===== src/dsam_pkg.sv =====
// Shared types, constants and helpers for the damper slew air mixer.
// No dependencies; used by every module of the block.
package dsam_pkg;

  localparam int FRAC_BITS   = 15;
  localparam int POS_W       = 16;
  localparam int VAL_W       = 16;
  localparam int CFG_W       = 17;
  localparam int CFG_IDX_W   = 3;
  localparam int IN_TDATA_W  = 80;
  localparam int OUT_TDATA_W = 112;
  localparam int QUEUE_DEPTH = 2;

  localparam logic [POS_W-1:0] ONE = POS_W'(1 << FRAC_BITS);

  localparam logic [CFG_IDX_W-1:0] REG_STEP       = 3'd0;
  localparam logic [CFG_IDX_W-1:0] REG_MIN_OA     = 3'd1;
  localparam logic [CFG_IDX_W-1:0] REG_STUCK      = 3'd2;
  localparam logic [CFG_IDX_W-1:0] REG_REVERSE    = 3'd3;
  localparam logic [CFG_IDX_W-1:0] REG_OA_LEAK    = 3'd4;
  localparam logic [CFG_IDX_W-1:0] REG_RA_LEAK    = 3'd5;

  typedef struct packed {
    logic        [POS_W-1:0] pos;
    logic        [POS_W-1:0] oa_cmd;
    logic        [POS_W-1:0] oa_act;
    logic        [POS_W-1:0] ra_act;
    logic signed [VAL_W-1:0] t_out;
    logic        [VAL_W-1:0] w_out;
    logic signed [VAL_W-1:0] t_ret;
    logic        [VAL_W-1:0] w_ret;
  } item_t;

  typedef struct packed {
    logic  push;
    item_t item;
  } q_wr_t;

  typedef struct packed {
    logic  vld;
    item_t item;
  } q_rd_t;

  function automatic logic [POS_W-1:0] cap_one(input logic [POS_W-1:0] v);
    return (v > ONE) ? ONE : v;
  endfunction

endpackage


===== src/dsam_front.sv =====
// Front end: configuration registers, actuator slew, opening and leak logic.
// Depends on dsam_pkg; pushes classified transactions into dsam_fifo.
module dsam_front (
  input  logic                                clk,
  input  logic                                rst_n,
  input  logic                                cfg_we,
  input  logic [dsam_pkg::CFG_IDX_W-1:0]      cfg_index,
  input  logic [dsam_pkg::CFG_W-1:0]          cfg_wdata,
  input  logic                                in_tvalid,
  output logic                                in_tready,
  input  logic [dsam_pkg::IN_TDATA_W-1:0]     in_tdata,
  input  logic                                q_full,
  output dsam_pkg::q_wr_t                     q_wr
);

  logic [dsam_pkg::POS_W-1:0] step_r, step_nxt;
  logic [dsam_pkg::POS_W-1:0] min_r, min_nxt;
  logic [dsam_pkg::CFG_W-1:0] stuck_r, stuck_nxt;
  logic                       rev_r, rev_nxt;
  logic [dsam_pkg::CFG_W-1:0] oleak_r, oleak_nxt;
  logic [dsam_pkg::CFG_W-1:0] rleak_r, rleak_nxt;
  logic [dsam_pkg::POS_W-1:0] damper_r, damper_nxt;

  logic                       accept;
  logic [dsam_pkg::POS_W-1:0] cmd, pos, dn, eff, lo, oa_act, ra_cmd, ra_act, oleak, rleak;
  logic [dsam_pkg::POS_W:0]   up;

  assign in_tready = !q_full;
  assign accept    = in_tvalid && in_tready;
  assign cmd       = in_tdata[15:0];

  always_comb begin
    step_nxt  = step_r;
    min_nxt   = min_r;
    stuck_nxt = stuck_r;
    rev_nxt   = rev_r;
    oleak_nxt = oleak_r;
    rleak_nxt = rleak_r;
    if (cfg_we) begin
      case (cfg_index)
        dsam_pkg::REG_STEP:    step_nxt  = cfg_wdata[15:0];
        dsam_pkg::REG_MIN_OA:  min_nxt   = cfg_wdata[15:0];
        dsam_pkg::REG_STUCK:   stuck_nxt = cfg_wdata;
        dsam_pkg::REG_REVERSE: rev_nxt   = cfg_wdata[0];
        dsam_pkg::REG_OA_LEAK: oleak_nxt = cfg_wdata;
        dsam_pkg::REG_RA_LEAK: rleak_nxt = cfg_wdata;
        default: ;
      endcase
    end
  end

  always_comb begin
    up = {1'b0, damper_r} + {1'b0, step_r};
    dn = (damper_r > step_r) ? (damper_r - step_r) : '0;
    if (damper_r < cmd) begin
      pos = (up < {1'b0, cmd}) ? up[15:0] : cmd;
    end else if (damper_r > cmd) begin
      pos = (dn > cmd) ? dn : cmd;
    end else begin
      pos = cmd;
    end

    eff = dsam_pkg::cap_one(pos);
    lo  = dsam_pkg::cap_one(min_r);
    if (eff < lo) begin
      eff = lo;
    end
    if (!stuck_r[16]) begin
      eff = dsam_pkg::cap_one(stuck_r[15:0]);
    end
    if (rev_r) begin
      eff = dsam_pkg::ONE - eff;
    end

    ra_cmd = dsam_pkg::ONE - eff;
    oleak  = dsam_pkg::cap_one(oleak_r[15:0]);
    rleak  = dsam_pkg::cap_one(rleak_r[15:0]);
    oa_act = (!oleak_r[16] && oleak > eff) ? oleak : eff;
    ra_act = (!rleak_r[16] && rleak > ra_cmd) ? rleak : ra_cmd;

    damper_nxt = accept ? pos : damper_r;
  end

  always_comb begin
    q_wr.push        = accept;
    q_wr.item.pos    = pos;
    q_wr.item.oa_cmd = eff;
    q_wr.item.oa_act = oa_act;
    q_wr.item.ra_act = ra_act;
    q_wr.item.t_out  = in_tdata[31:16];
    q_wr.item.w_out  = in_tdata[47:32];
    q_wr.item.t_ret  = in_tdata[63:48];
    q_wr.item.w_ret  = in_tdata[79:64];
  end

  always_ff @(posedge clk) begin
    if (!rst_n) begin
      step_r   <= dsam_pkg::ONE;
      min_r    <= '0;
      stuck_r  <= '1;
      rev_r    <= 1'b0;
      oleak_r  <= '1;
      rleak_r  <= '1;
      damper_r <= '0;
    end else begin
      step_r   <= step_nxt;
      min_r    <= min_nxt;
      stuck_r  <= stuck_nxt;
      rev_r    <= rev_nxt;
      oleak_r  <= oleak_nxt;
      rleak_r  <= rleak_nxt;
      damper_r <= damper_nxt;
    end
  end

endmodule


===== src/dsam_fifo.sv =====
// Short transaction queue between front end and mixing back end.
// Depends on dsam_pkg for the entry type.
module dsam_fifo #(
  parameter int DEPTH = dsam_pkg::QUEUE_DEPTH
) (
  input  logic            clk,
  input  logic            rst_n,
  input  dsam_pkg::q_wr_t q_wr,
  output logic            q_full,
  input  logic            q_pop,
  output dsam_pkg::q_rd_t q_rd
);

  localparam int PTR_W = (DEPTH > 1) ? $clog2(DEPTH) : 1;
  localparam int CNT_W = $clog2(DEPTH + 1);

  dsam_pkg::item_t    mem [DEPTH];
  logic [PTR_W-1:0]   wr_ptr_r, wr_ptr_nxt;
  logic [PTR_W-1:0]   rd_ptr_r, rd_ptr_nxt;
  logic [CNT_W-1:0]   count_r, count_nxt;
  logic               do_push, do_pop;

  assign q_full   = (count_r == CNT_W'(DEPTH));
  assign do_push  = q_wr.push && !q_full;
  assign do_pop   = q_pop && (count_r != '0);
  assign q_rd.vld  = (count_r != '0);
  assign q_rd.item = mem[rd_ptr_r];

  always_comb begin
    wr_ptr_nxt = wr_ptr_r;
    rd_ptr_nxt = rd_ptr_r;
    count_nxt  = count_r;
    if (do_push) begin
      wr_ptr_nxt = (wr_ptr_r == PTR_W'(DEPTH - 1)) ? '0 : wr_ptr_r + 1'b1;
    end
    if (do_pop) begin
      rd_ptr_nxt = (rd_ptr_r == PTR_W'(DEPTH - 1)) ? '0 : rd_ptr_r + 1'b1;
    end
    if (do_push && !do_pop) begin
      count_nxt = count_r + 1'b1;
    end else if (do_pop && !do_push) begin
      count_nxt = count_r - 1'b1;
    end
  end

  always_ff @(posedge clk) begin
    if (do_push) begin
      mem[wr_ptr_r] <= q_wr.item;
    end
  end

  always_ff @(posedge clk) begin
    if (!rst_n) begin
      wr_ptr_r <= '0;
      rd_ptr_r <= '0;
      count_r  <= '0;
    end else begin
      wr_ptr_r <= wr_ptr_nxt;
      rd_ptr_r <= rd_ptr_nxt;
      count_r  <= count_nxt;
    end
  end

endmodule


===== src/dsam_back.sv =====
// Back end: flow-weighted products, shared radix-4 divider, result register.
// Depends on dsam_pkg; pops transactions from dsam_fifo.
module dsam_back (
  input  logic                                clk,
  input  logic                                rst_n,
  input  dsam_pkg::q_rd_t                     q_rd,
  output logic                                q_pop,
  output logic                                out_tvalid,
  input  logic                                out_tready,
  output logic [dsam_pkg::OUT_TDATA_W-1:0]    out_tdata
);

  localparam int QUO_W    = 18;
  localparam int DIV_ITER = QUO_W / 2;
  localparam int CNT_W    = $clog2(DIV_ITER);
  localparam int MAG_W    = 34;
  localparam int DEN_W    = dsam_pkg::POS_W + 1;

  localparam logic [2:0] ST_IDLE = 3'd0;
  localparam logic [2:0] ST_MUL  = 3'd1;
  localparam logic [2:0] ST_SUM  = 3'd2;
  localparam logic [2:0] ST_DIVT = 3'd3;
  localparam logic [2:0] ST_DIVW = 3'd4;
  localparam logic [2:0] ST_FIN  = 3'd5;

  logic [2:0]                  st_r, st_nxt;
  dsam_pkg::item_t             item_r, item_nxt;
  logic signed [32:0]          p_to_r, p_to_nxt, p_tr_r, p_tr_nxt;
  logic [31:0]                 p_wo_r, p_wo_nxt, p_wr_r, p_wr_nxt;
  logic                        tneg_r, tneg_nxt;
  logic [32:0]                 wn_r, wn_nxt;
  logic [DEN_W-1:0]            den_r, den_nxt;
  logic [DEN_W-1:0]            rem_r, rem_nxt;
  logic [QUO_W-1:0]            dq_r, dq_nxt;
  logic [QUO_W-1:0]            qt_r, qt_nxt;
  logic [CNT_W-1:0]            cnt_r, cnt_nxt;
  logic                        out_vld_r, out_vld_nxt;
  logic [dsam_pkg::OUT_TDATA_W-1:0] out_data_r, out_data_nxt;

  logic signed [MAG_W-1:0]     tn;
  logic [MAG_W-1:0]            tmag, wmag;
  logic [DEN_W-1:0]            den_raw;
  logic [DEN_W:0]              r1, r2;
  logic [DEN_W-1:0]            r1s, r2s;
  logic                        ge1, ge2, last_step, out_free;
  logic [QUO_W-1:0]            qt_signed;
  logic [dsam_pkg::POS_W-1:0]  ra_cmd;

  assign out_free   = !out_vld_r || out_tready;
  assign q_pop      = (st_r == ST_IDLE) && q_rd.vld;
  assign out_tvalid = out_vld_r;
  assign out_tdata  = out_data_r;
  assign last_step  = (cnt_r == CNT_W'(DIV_ITER - 1));

  always_comb begin
    tn      = {p_to_r[32], p_to_r} + {p_tr_r[32], p_tr_r};
    tmag    = tn[MAG_W-1] ? MAG_W'(-tn) : MAG_W'(tn);
    wmag    = {1'b0, wn_r};
    den_raw = {1'b0, item_r.oa_act} + {1'b0, item_r.ra_act};

    r1  = {rem_r, dq_r[QUO_W-1]};
    ge1 = (r1 >= {1'b0, den_r});
    r1s = ge1 ? DEN_W'(r1 - {1'b0, den_r}) : r1[DEN_W-1:0];
    r2  = {r1s, dq_r[QUO_W-2]};
    ge2 = (r2 >= {1'b0, den_r});
    r2s = ge2 ? DEN_W'(r2 - {1'b0, den_r}) : r2[DEN_W-1:0];

    qt_signed = tneg_r ? QUO_W'(-qt_r) : qt_r;
    ra_cmd    = dsam_pkg::ONE - item_r.oa_cmd;
  end

  always_comb begin
    st_nxt       = st_r;
    item_nxt     = item_r;
    p_to_nxt     = p_to_r;
    p_tr_nxt     = p_tr_r;
    p_wo_nxt     = p_wo_r;
    p_wr_nxt     = p_wr_r;
    tneg_nxt     = tneg_r;
    wn_nxt       = wn_r;
    den_nxt      = den_r;
    rem_nxt      = rem_r;
    dq_nxt       = dq_r;
    qt_nxt       = qt_r;
    cnt_nxt      = cnt_r;
    out_vld_nxt  = out_vld_r && !out_tready;
    out_data_nxt = out_data_r;
    case (st_r)
      ST_IDLE: begin
        if (q_rd.vld) begin
          item_nxt = q_rd.item;
          st_nxt   = ST_MUL;
        end
      end
      ST_MUL: begin
        p_to_nxt = item_r.t_out * $signed({1'b0, item_r.oa_act});
        p_tr_nxt = item_r.t_ret * $signed({1'b0, item_r.ra_act});
        p_wo_nxt = item_r.w_out * item_r.oa_act;
        p_wr_nxt = item_r.w_ret * item_r.ra_act;
        st_nxt   = ST_SUM;
      end
      ST_SUM: begin
        wn_nxt   = {1'b0, p_wo_r} + {1'b0, p_wr_r};
        den_nxt  = (den_raw < {1'b0, dsam_pkg::ONE}) ? {1'b0, dsam_pkg::ONE} : den_raw;
        tneg_nxt = tn[MAG_W-1];
        rem_nxt  = DEN_W'(tmag[MAG_W-1:QUO_W]);
        dq_nxt   = tmag[QUO_W-1:0];
        cnt_nxt  = '0;
        st_nxt   = ST_DIVT;
      end
      ST_DIVT: begin
        rem_nxt = r2s;
        dq_nxt  = {dq_r[QUO_W-3:0], ge1, ge2};
        cnt_nxt = cnt_r + 1'b1;
        if (last_step) begin
          qt_nxt  = {dq_r[QUO_W-3:0], ge1, ge2};
          rem_nxt = DEN_W'(wmag[MAG_W-1:QUO_W]);
          dq_nxt  = wmag[QUO_W-1:0];
          cnt_nxt = '0;
          st_nxt  = ST_DIVW;
        end
      end
      ST_DIVW: begin
        rem_nxt = r2s;
        dq_nxt  = {dq_r[QUO_W-3:0], ge1, ge2};
        cnt_nxt = cnt_r + 1'b1;
        if (last_step) begin
          st_nxt = ST_FIN;
        end
      end
      ST_FIN: begin
        if (out_free) begin
          out_vld_nxt  = 1'b1;
          out_data_nxt = {item_r.pos, item_r.ra_act, item_r.oa_act, ra_cmd,
                          item_r.oa_cmd, dq_r[15:0], qt_signed[15:0]};
          st_nxt       = ST_IDLE;
        end
      end
      default: st_nxt = ST_IDLE;
    endcase
  end

  always_ff @(posedge clk) begin
    item_r     <= item_nxt;
    p_to_r     <= p_to_nxt;
    p_tr_r     <= p_tr_nxt;
    p_wo_r     <= p_wo_nxt;
    p_wr_r     <= p_wr_nxt;
    tneg_r     <= tneg_nxt;
    wn_r       <= wn_nxt;
    den_r      <= den_nxt;
    rem_r      <= rem_nxt;
    dq_r       <= dq_nxt;
    qt_r       <= qt_nxt;
    out_data_r <= out_data_nxt;
  end

  always_ff @(posedge clk) begin
    if (!rst_n) begin
      st_r      <= ST_IDLE;
      cnt_r     <= '0;
      out_vld_r <= 1'b0;
    end else begin
      st_r      <= st_nxt;
      cnt_r     <= cnt_nxt;
      out_vld_r <= out_vld_nxt;
    end
  end

`ifndef ASSERT_OFF
  a_rem_below_den: assert property (@(posedge clk) disable iff (!rst_n)
    (st_r == ST_DIVT || st_r == ST_DIVW) |-> (rem_r < den_r))
    else $error("divider remainder not below divisor");

  a_den_floor: assert property (@(posedge clk) disable iff (!rst_n)
    (st_r == ST_DIVT || st_r == ST_DIVW) |-> (den_r >= {1'b0, dsam_pkg::ONE}))
    else $error("divisor below one");

  a_fin_loads_out: assert property (@(posedge clk) disable iff (!rst_n)
    (st_r == ST_FIN && out_free) |=> (out_vld_r && st_r == ST_IDLE))
    else $error("result not registered on completion");

  a_pop_starts: assert property (@(posedge clk) disable iff (!rst_n)
    q_pop |=> (st_r == ST_MUL))
    else $error("popped transaction not started");
`endif

endmodule


===== src/damper_slew_air_mixer.sv =====
// Damper slew air mixer: an accepted transaction goes through the queue, then the
// back-end states IDLE, MUL, SUM, DIVT, DIVW and FIN into the output register. The
// shared radix-4 divider forms two 18-bit quotients at 2 bits per cycle, and the back
// end takes one transaction at a time; the input queue takes more while it is busy.
// Reset (rst_n low, synchronous) restores register defaults, zeroes the actuator
// position and empties queue and output register.
module damper_slew_air_mixer #(
  parameter int QUEUE_DEPTH = dsam_pkg::QUEUE_DEPTH
) (
  input  logic                                clk,
  input  logic                                rst_n,
  input  logic                                cfg_we,
  input  logic [dsam_pkg::CFG_IDX_W-1:0]      cfg_index,
  input  logic [dsam_pkg::CFG_W-1:0]          cfg_wdata,
  input  logic                                in_tvalid,
  output logic                                in_tready,
  // control_signal, outside_temp, outside_humidity, return_temp, return_humidity
  input  logic [dsam_pkg::IN_TDATA_W-1:0]     in_tdata,
  output logic                                out_tvalid,
  input  logic                                out_tready,
  // mixed_temp, mixed_humidity, outside_cmd_open, return_cmd_open,
  // outside_actual_open, return_actual_open, actuator_position
  output logic [dsam_pkg::OUT_TDATA_W-1:0]    out_tdata
);

  dsam_pkg::q_wr_t q_wr;
  dsam_pkg::q_rd_t q_rd;
  logic            q_full;
  logic            q_pop;

  dsam_front u_front (
    .clk       (clk),
    .rst_n     (rst_n),
    .cfg_we    (cfg_we),
    .cfg_index (cfg_index),
    .cfg_wdata (cfg_wdata),
    .in_tvalid (in_tvalid),
    .in_tready (in_tready),
    .in_tdata  (in_tdata),
    .q_full    (q_full),
    .q_wr      (q_wr)
  );

  dsam_fifo #(
    .DEPTH (QUEUE_DEPTH)
  ) u_fifo (
    .clk    (clk),
    .rst_n  (rst_n),
    .q_wr   (q_wr),
    .q_full (q_full),
    .q_pop  (q_pop),
    .q_rd   (q_rd)
  );

  dsam_back u_back (
    .clk        (clk),
    .rst_n      (rst_n),
    .q_rd       (q_rd),
    .q_pop      (q_pop),
    .out_tvalid (out_tvalid),
    .out_tready (out_tready),
    .out_tdata  (out_tdata)
  );

endmodule

===== config.mk =====
export PLATFORM = sky130hd
export DESIGN_NAME = damper_slew_air_mixer
export DESIGN_NICKNAME = d
export VERILOG_FILES = /design/src/dsam_pkg.sv /design/src/dsam_front.sv /design/src/dsam_fifo.sv /design/src/dsam_back.sv /design/src/damper_slew_air_mixer.sv
export SDC_FILE = /design/constraint.sdc
export NUM_CORES = 2
export LEC_CHECK = 0
export BUFFER_PORTS_ARGS = -buffer_cell sky130_fd_sc_hd__buf_2
export CAP_MARGIN = 0
export CORE_MARGIN = 3
export CORE_UTILIZATION = 60
export DETAILED_ROUTE_END_ITERATION = 6
export PLACE_DENSITY = 0.86
export SYNTH_ARGS = -nofsm -noshare
export SYNTH_HDL_FRONTEND = slang
export SYNTH_SLANG_ARGS = --single-unit

===== constraint.sdc =====
create_clock -name clk -period 13.5 [get_ports clk]
set_input_delay 2.7 -clock clk [delete_from_list [all_inputs] [get_ports clk]]
set_output_delay 2.7 -clock clk [all_outputs]
set_load 0.1 [all_outputs]

# ---- Word level (Yosys, flattened, before mapping)
# Memories as Yosys holds them, arrays and structs flattened. A register that Yosys moved wholly into a read port is not among the register bits.
# Index checks and enable logic that the tools add are counted.
dict set report word_totals {
  ff_bits 456
  latch_bits 0
  ramBits 256
  rom_bits 0
  input_bits 105
  out_inout_bits 114
  memories 1
}
# name depth width rd rd_ports_with_merged_regs wr line_no
set mem_list {}
lappend mem_list {u_fifo.mem 2 128 1 1 1 dsam_fifo.sv:17} ;# dsam_pkg::item_t mem [DEPTH];
dict set report op_classes {
  addsub 17
  mul 4
  n_div 0
  magnitude_cmp 16
  n_eq_ne 16
  shifts 0
  n_mux 38
  n_bitwise 0
  reduce_logical 32
}
# op count
set ops {}
lappend ops {{$mux 16} 16}
lappend ops {{$gt 16x16->1} 5}
lappend ops {{$gt 16x16->1 const B} 5}
lappend ops {{$mul 16x17->33} 2}
lappend ops {{$mul 16x16->32} 2}
lappend ops {{$pmux 18 s3} 1}
lappend ops {{$mux 17} 3}
lappend ops {{$pmux 17 s3} 1}
lappend ops {{$sub 16x16->16 const A} 3}
lappend ops {{$ge 18x17->1} 2}
lappend ops {{$add 16x16->17} 2}
lappend ops {{$add 33x33->34} 1}
lappend ops {{$mux 34} 1}
lappend ops {{$neg 34->34} 1}
lappend ops {{$sub 17x17->17} 2}
lappend ops {{$add 32x32->33} 1}
lappend ops {{$lt 16x16->1} 2}
lappend ops {{$mux 18} 1}
lappend ops {{$pmux 3 s6} 1}
lappend ops {{$reduce_and 2->1} 9}
lappend ops {{$lt 17x16->1} 1}
lappend ops {{$lt 17x16->1 const B} 1}
lappend ops {{$neg 16->16} 1}
lappend ops {{$sub 16x16->16} 1}
lappend ops {{other kinds (22)} 58}

# ---- Logic depth before layout (Yosys ltp)
dict set report depth {
  ltp_word 17
  depth_mapped 62
}

# ---- Cells and area by module
# A second synthesis with hierarchy kept.
dict set report unflattened {
  cells_unflattened 7373
  area_unflattened_um2 76145.5
}
# module n_inst cells_per_inst area_each_um2 seq_area_each_um2
set by_module_without_submodules {}
lappend by_module_without_submodules {dsam_back 1 5516 56096.3 14303.7}
lappend by_module_without_submodules {dsam_front 1 1434 10541.4 2001.9}
lappend by_module_without_submodules {dsam_fifo 1 423 9507.9 7787.5}

# ---- Worst setup path before layout
# No wires, ideal clock.
dict set report synth_path {
  path_type {input -> register}
  startpoint {input in_tdata[11] (netlist name)}
  endpoint {memory u_fifo.mem[0][78] (netlist name) (data pin)}
  setup_ns 0.262
  arrival_time_ns 11.086
  path_slack_ns 2.151
  stages 45
  cell_sequence {inv_1 ha_1 and4_1 nand4_1 a2bb2o_1 nor3_1 a31oi_4 a221oi_1 and2_1 o2111ai_1 o31ai_1 and2_1 ha_1 a21o_1 a211o_1 a221oi_1 o21ai_1 nor4_1 [9 not listed] and3_1 and2_0 clkbuf_1 nand2_1 xnor2_1 ha_1 nor2b_1 o21ai_0 nand2b_1 a21oi_1 nor2b_1 o21ai_0 nand2b_1 a221oi_1 a311o_1 clkbuf_1 nand2_1 o221a_1}
}
# element line_no
set synth_lines {}
lappend synth_lines {{from (decl)} damper_slew_air_mixer.sv:18} ;# input logic [dsam_pkg::IN_TDATA_W-1:0] in_tdata,
lappend synth_lines {{to (decl)} dsam_fifo.sv:17}

==> flow_summary.toml <==
[timing]
fin_setup_tns_ns = 0
max_freq_ghz = 0.0808
setup_viol = 0
slew_headroom_pct = 23.8
hold_viol_final = 0
slew_violations = 0
clock_skew_ns = 0.0486
rsz0062_at_grt = "no"
finalWorstSetupSlack_ns = 1.12
post-route-period-util_pct = 91.7
tightest_slew_ns = 1.14
period_needed_ns = 12.38

[routing]
drt_iter0_markers = 4811
drcViolationCount = 1
firstDrtPassIters = 7
antenna_left = 0
viasPerCell = 5.99
num_vias = 54293
wirelength_um = 197000
wl_per_cell_um = 21.7

[synth]
ys_top_cells_by_area = "edfxtp_1, fa_1, ha_1"
yosysSeqAreaShare_pct = 32.4
yosys_warnings = 0
synth_common_cells = "inv_1, nand2_1, fa_1"
syn-num-nets = 8793
synth_top_area_share_pct = 29.3
synth_simple_gate_area_share_pct = 14.2
synth_xor_area_share_pct = 3.52
synth_edf_count = 727
yosysUniqueCellTypes = 105
synth_fa_ha_area_share_pct = 32.9
synth_top_family_by_area = "adder cells"
yosysTopAreaCell = "edfxtp_1"
avgSynthCellArea_um2 = 10.3
synth_mux_area_share_pct = 2.60
synthCells = 7204
ys.flop_type = "edfxtp_1"
synth-compound-area-share_pct = 7.52
synth-seq-cells = 839
synth.most_common_cell = "inv_1"
netlist_area_mm2 = 0.0744
async_reset_ff_share_pct = 0

[status]
violations = "design-rule violations"
outcome = "finished with violations"

[finish]
multi_input_area_mm2 = 0.0452
utilization_pct = 65.6
nets = 8948
area.sequential_mm2 = 0.0241
fill_cells = 8846
area_growth_pct = 8.07
drive_gt1_share_pct = 9.23
finalNonFillerCells = 9063

[worst_setup_path]
crit_top_cell = "ha_1"
cp.required_ns = 14.02
end_kind = "register"
r2r_start = "u_front.step_r[1]"
crit_slowest_cell = "o221ai_1"
max_stage_delay_ns = 0.48
critPathKind = "reg -> reg"
start_kind = "register"
worstPathArrival_ns = 12.90
cp-startpoint = "u_front.step_r[1]"
crit_fanout = 11

[floorplan]
die_w_um = 358
initial_core_util_pct = 60.7
die_area_mm2 = 0.128
core_area_mm2 = 0.123
rows = 128
die_y_um = 358
pin_count = 219

[clock_tree]
clock-sinks = 839
cts_tree = "done"
cts_root_buf = "clkbuf_16"
cts_buffer_depth = 3
h-tree-depth = 3
cts-resized-gates = 0
post-cts-setup-buffers = 0
clkTransAtPathRegs_ns = 0.07
clk_latency_ns = 0.73
cts_inserted_buffers = 89
postCtsHoldBufs = 0

[global_routing]
grt_overflow = 0
grt_pass1_vias = 56999
grt_util_all_layers_pct = 31.2
grt_max_degree = 84
grt_first_pass_wirelength_um = 309000
antenna_found_initial = 7

[placement]
dp_cells = 8893
gp_congestion = 0.970
hpwl_um = 147000
io_buffers = 218
place_ws_ns = 0.510

[run]
maxCapViolCount = 0

[worst_hold_path]
hold_class = "reg -> reg"
min_from = "u_back.item_r[122]"
cell families (layout without fill, tap and decap cells):
family | count (synthesis) | in the layout
AOI/OAI and AO/OA | 833 | 833
muxes | 175 | 175
and+or+nand+nor | 2216 | 2216
DFF | 839 | 839
buffers and inverters | 1360 | 1590
adders and majority gates | 1484 | 1484
other | 0 | 4
xor gates and xnor gates | 297 | 297
registers in the layout (all words and copies together), names as in the netlist, 18 cells and up:
name              flops
u_back.p_to_r        33
u_back.p_wr_r        32
u_back.p_tr_r        33
u_back.item_r       128
u_back.wn_r          33
u_fifo.mem          256
u_back.dq_r          18
u_back.p_wo_r        32
u_back.out_tdata    111
cell type report:
class                      count  area share, %
sequential                   839           29.9
clock inverter                61          0.864
clock buffer                 105           2.95
antenna                        4         0.0124
inverter                    1108           5.19
tap                         1625           2.53
timing repair buffer         316           2.27
multi-input combinational   5005           56.2
worst max-delay path, delay by kind of cell (launching register included):
family,cells,cell delay (ns)
AND/OR/NAND/NOR,20,3.30
XOR/XNOR,2,0.59
buffers and inverters,4,0.69
multiplexers,1,0.30
adder cells (fa/ha/maj),6,1.59
flip-flops,1,0.41
AO/OA/AOI/OAI,22,5.29
per-stage QoR:
step	hold WS, ns	area (um2)
after floorplan	0.400	74400
after global placement	0.405	77300
after detailed placement	0.405	77300
after CTS	0.385	80400
after global routing	0.411	80400
final	0.387	80400
cells in the final DEF (no fill, tap or decap), types with 14 or more instances in the layout:
cell type	instances
inv_1	1099
nand2_1	969
fa_1	783
edfxtp_1	727
ha_1	701
and2_1	428
nor2_1	270
a21oi_1	230
buf_2	218
xnor2_1	212
o21ai_0	173
mux2_2	148
nand3_1	126
dfxtp_1	111
nor3_1	107
buf_4	98
clkbuf_16	91
xor2_1	84
nand2b_1	63
a21o_1	57
nor2b_1	55
a211oi_1	39
and3_1	33
nor4_1	32
nand4_1	31
or3_1	29
o31ai_1	28
mux2i_1	27
o21a_1	26
a21boi_0	25
o21bai_1	24
a22oi_1	23
or2_2	21
a31oi_1	21
clkinv_2	17
o211ai_1	14
per-layer routing:
layer / vias to the layer above / wire, um / GRT usage, %
li1: 24141 / - / -
met1: 26893 / 74400 / 39.4
met2: 2620 / 95100 / 52.0
met3: 635 / 17300 / 5.66
met4: 4 / 10200 / 15.2
met5: - / 27 / 0
path summary, 6_finish.rpt:
kind / endpoint / slack [ns] / cells after the start
max: u_fifo.mem[1][69] / 1.12 / 55
min: u_back.out_tdata[106] / 0.39 / 0
max reg2reg: u_fifo.mem[1][69] / 1.12 / 55
min reg2reg: u_back.out_tdata[106] / 0.39 / 0
Power is left out: the tool's default activity adds up to more than one toggle a clock period on the data nets, which glitch-free logic cannot reach.
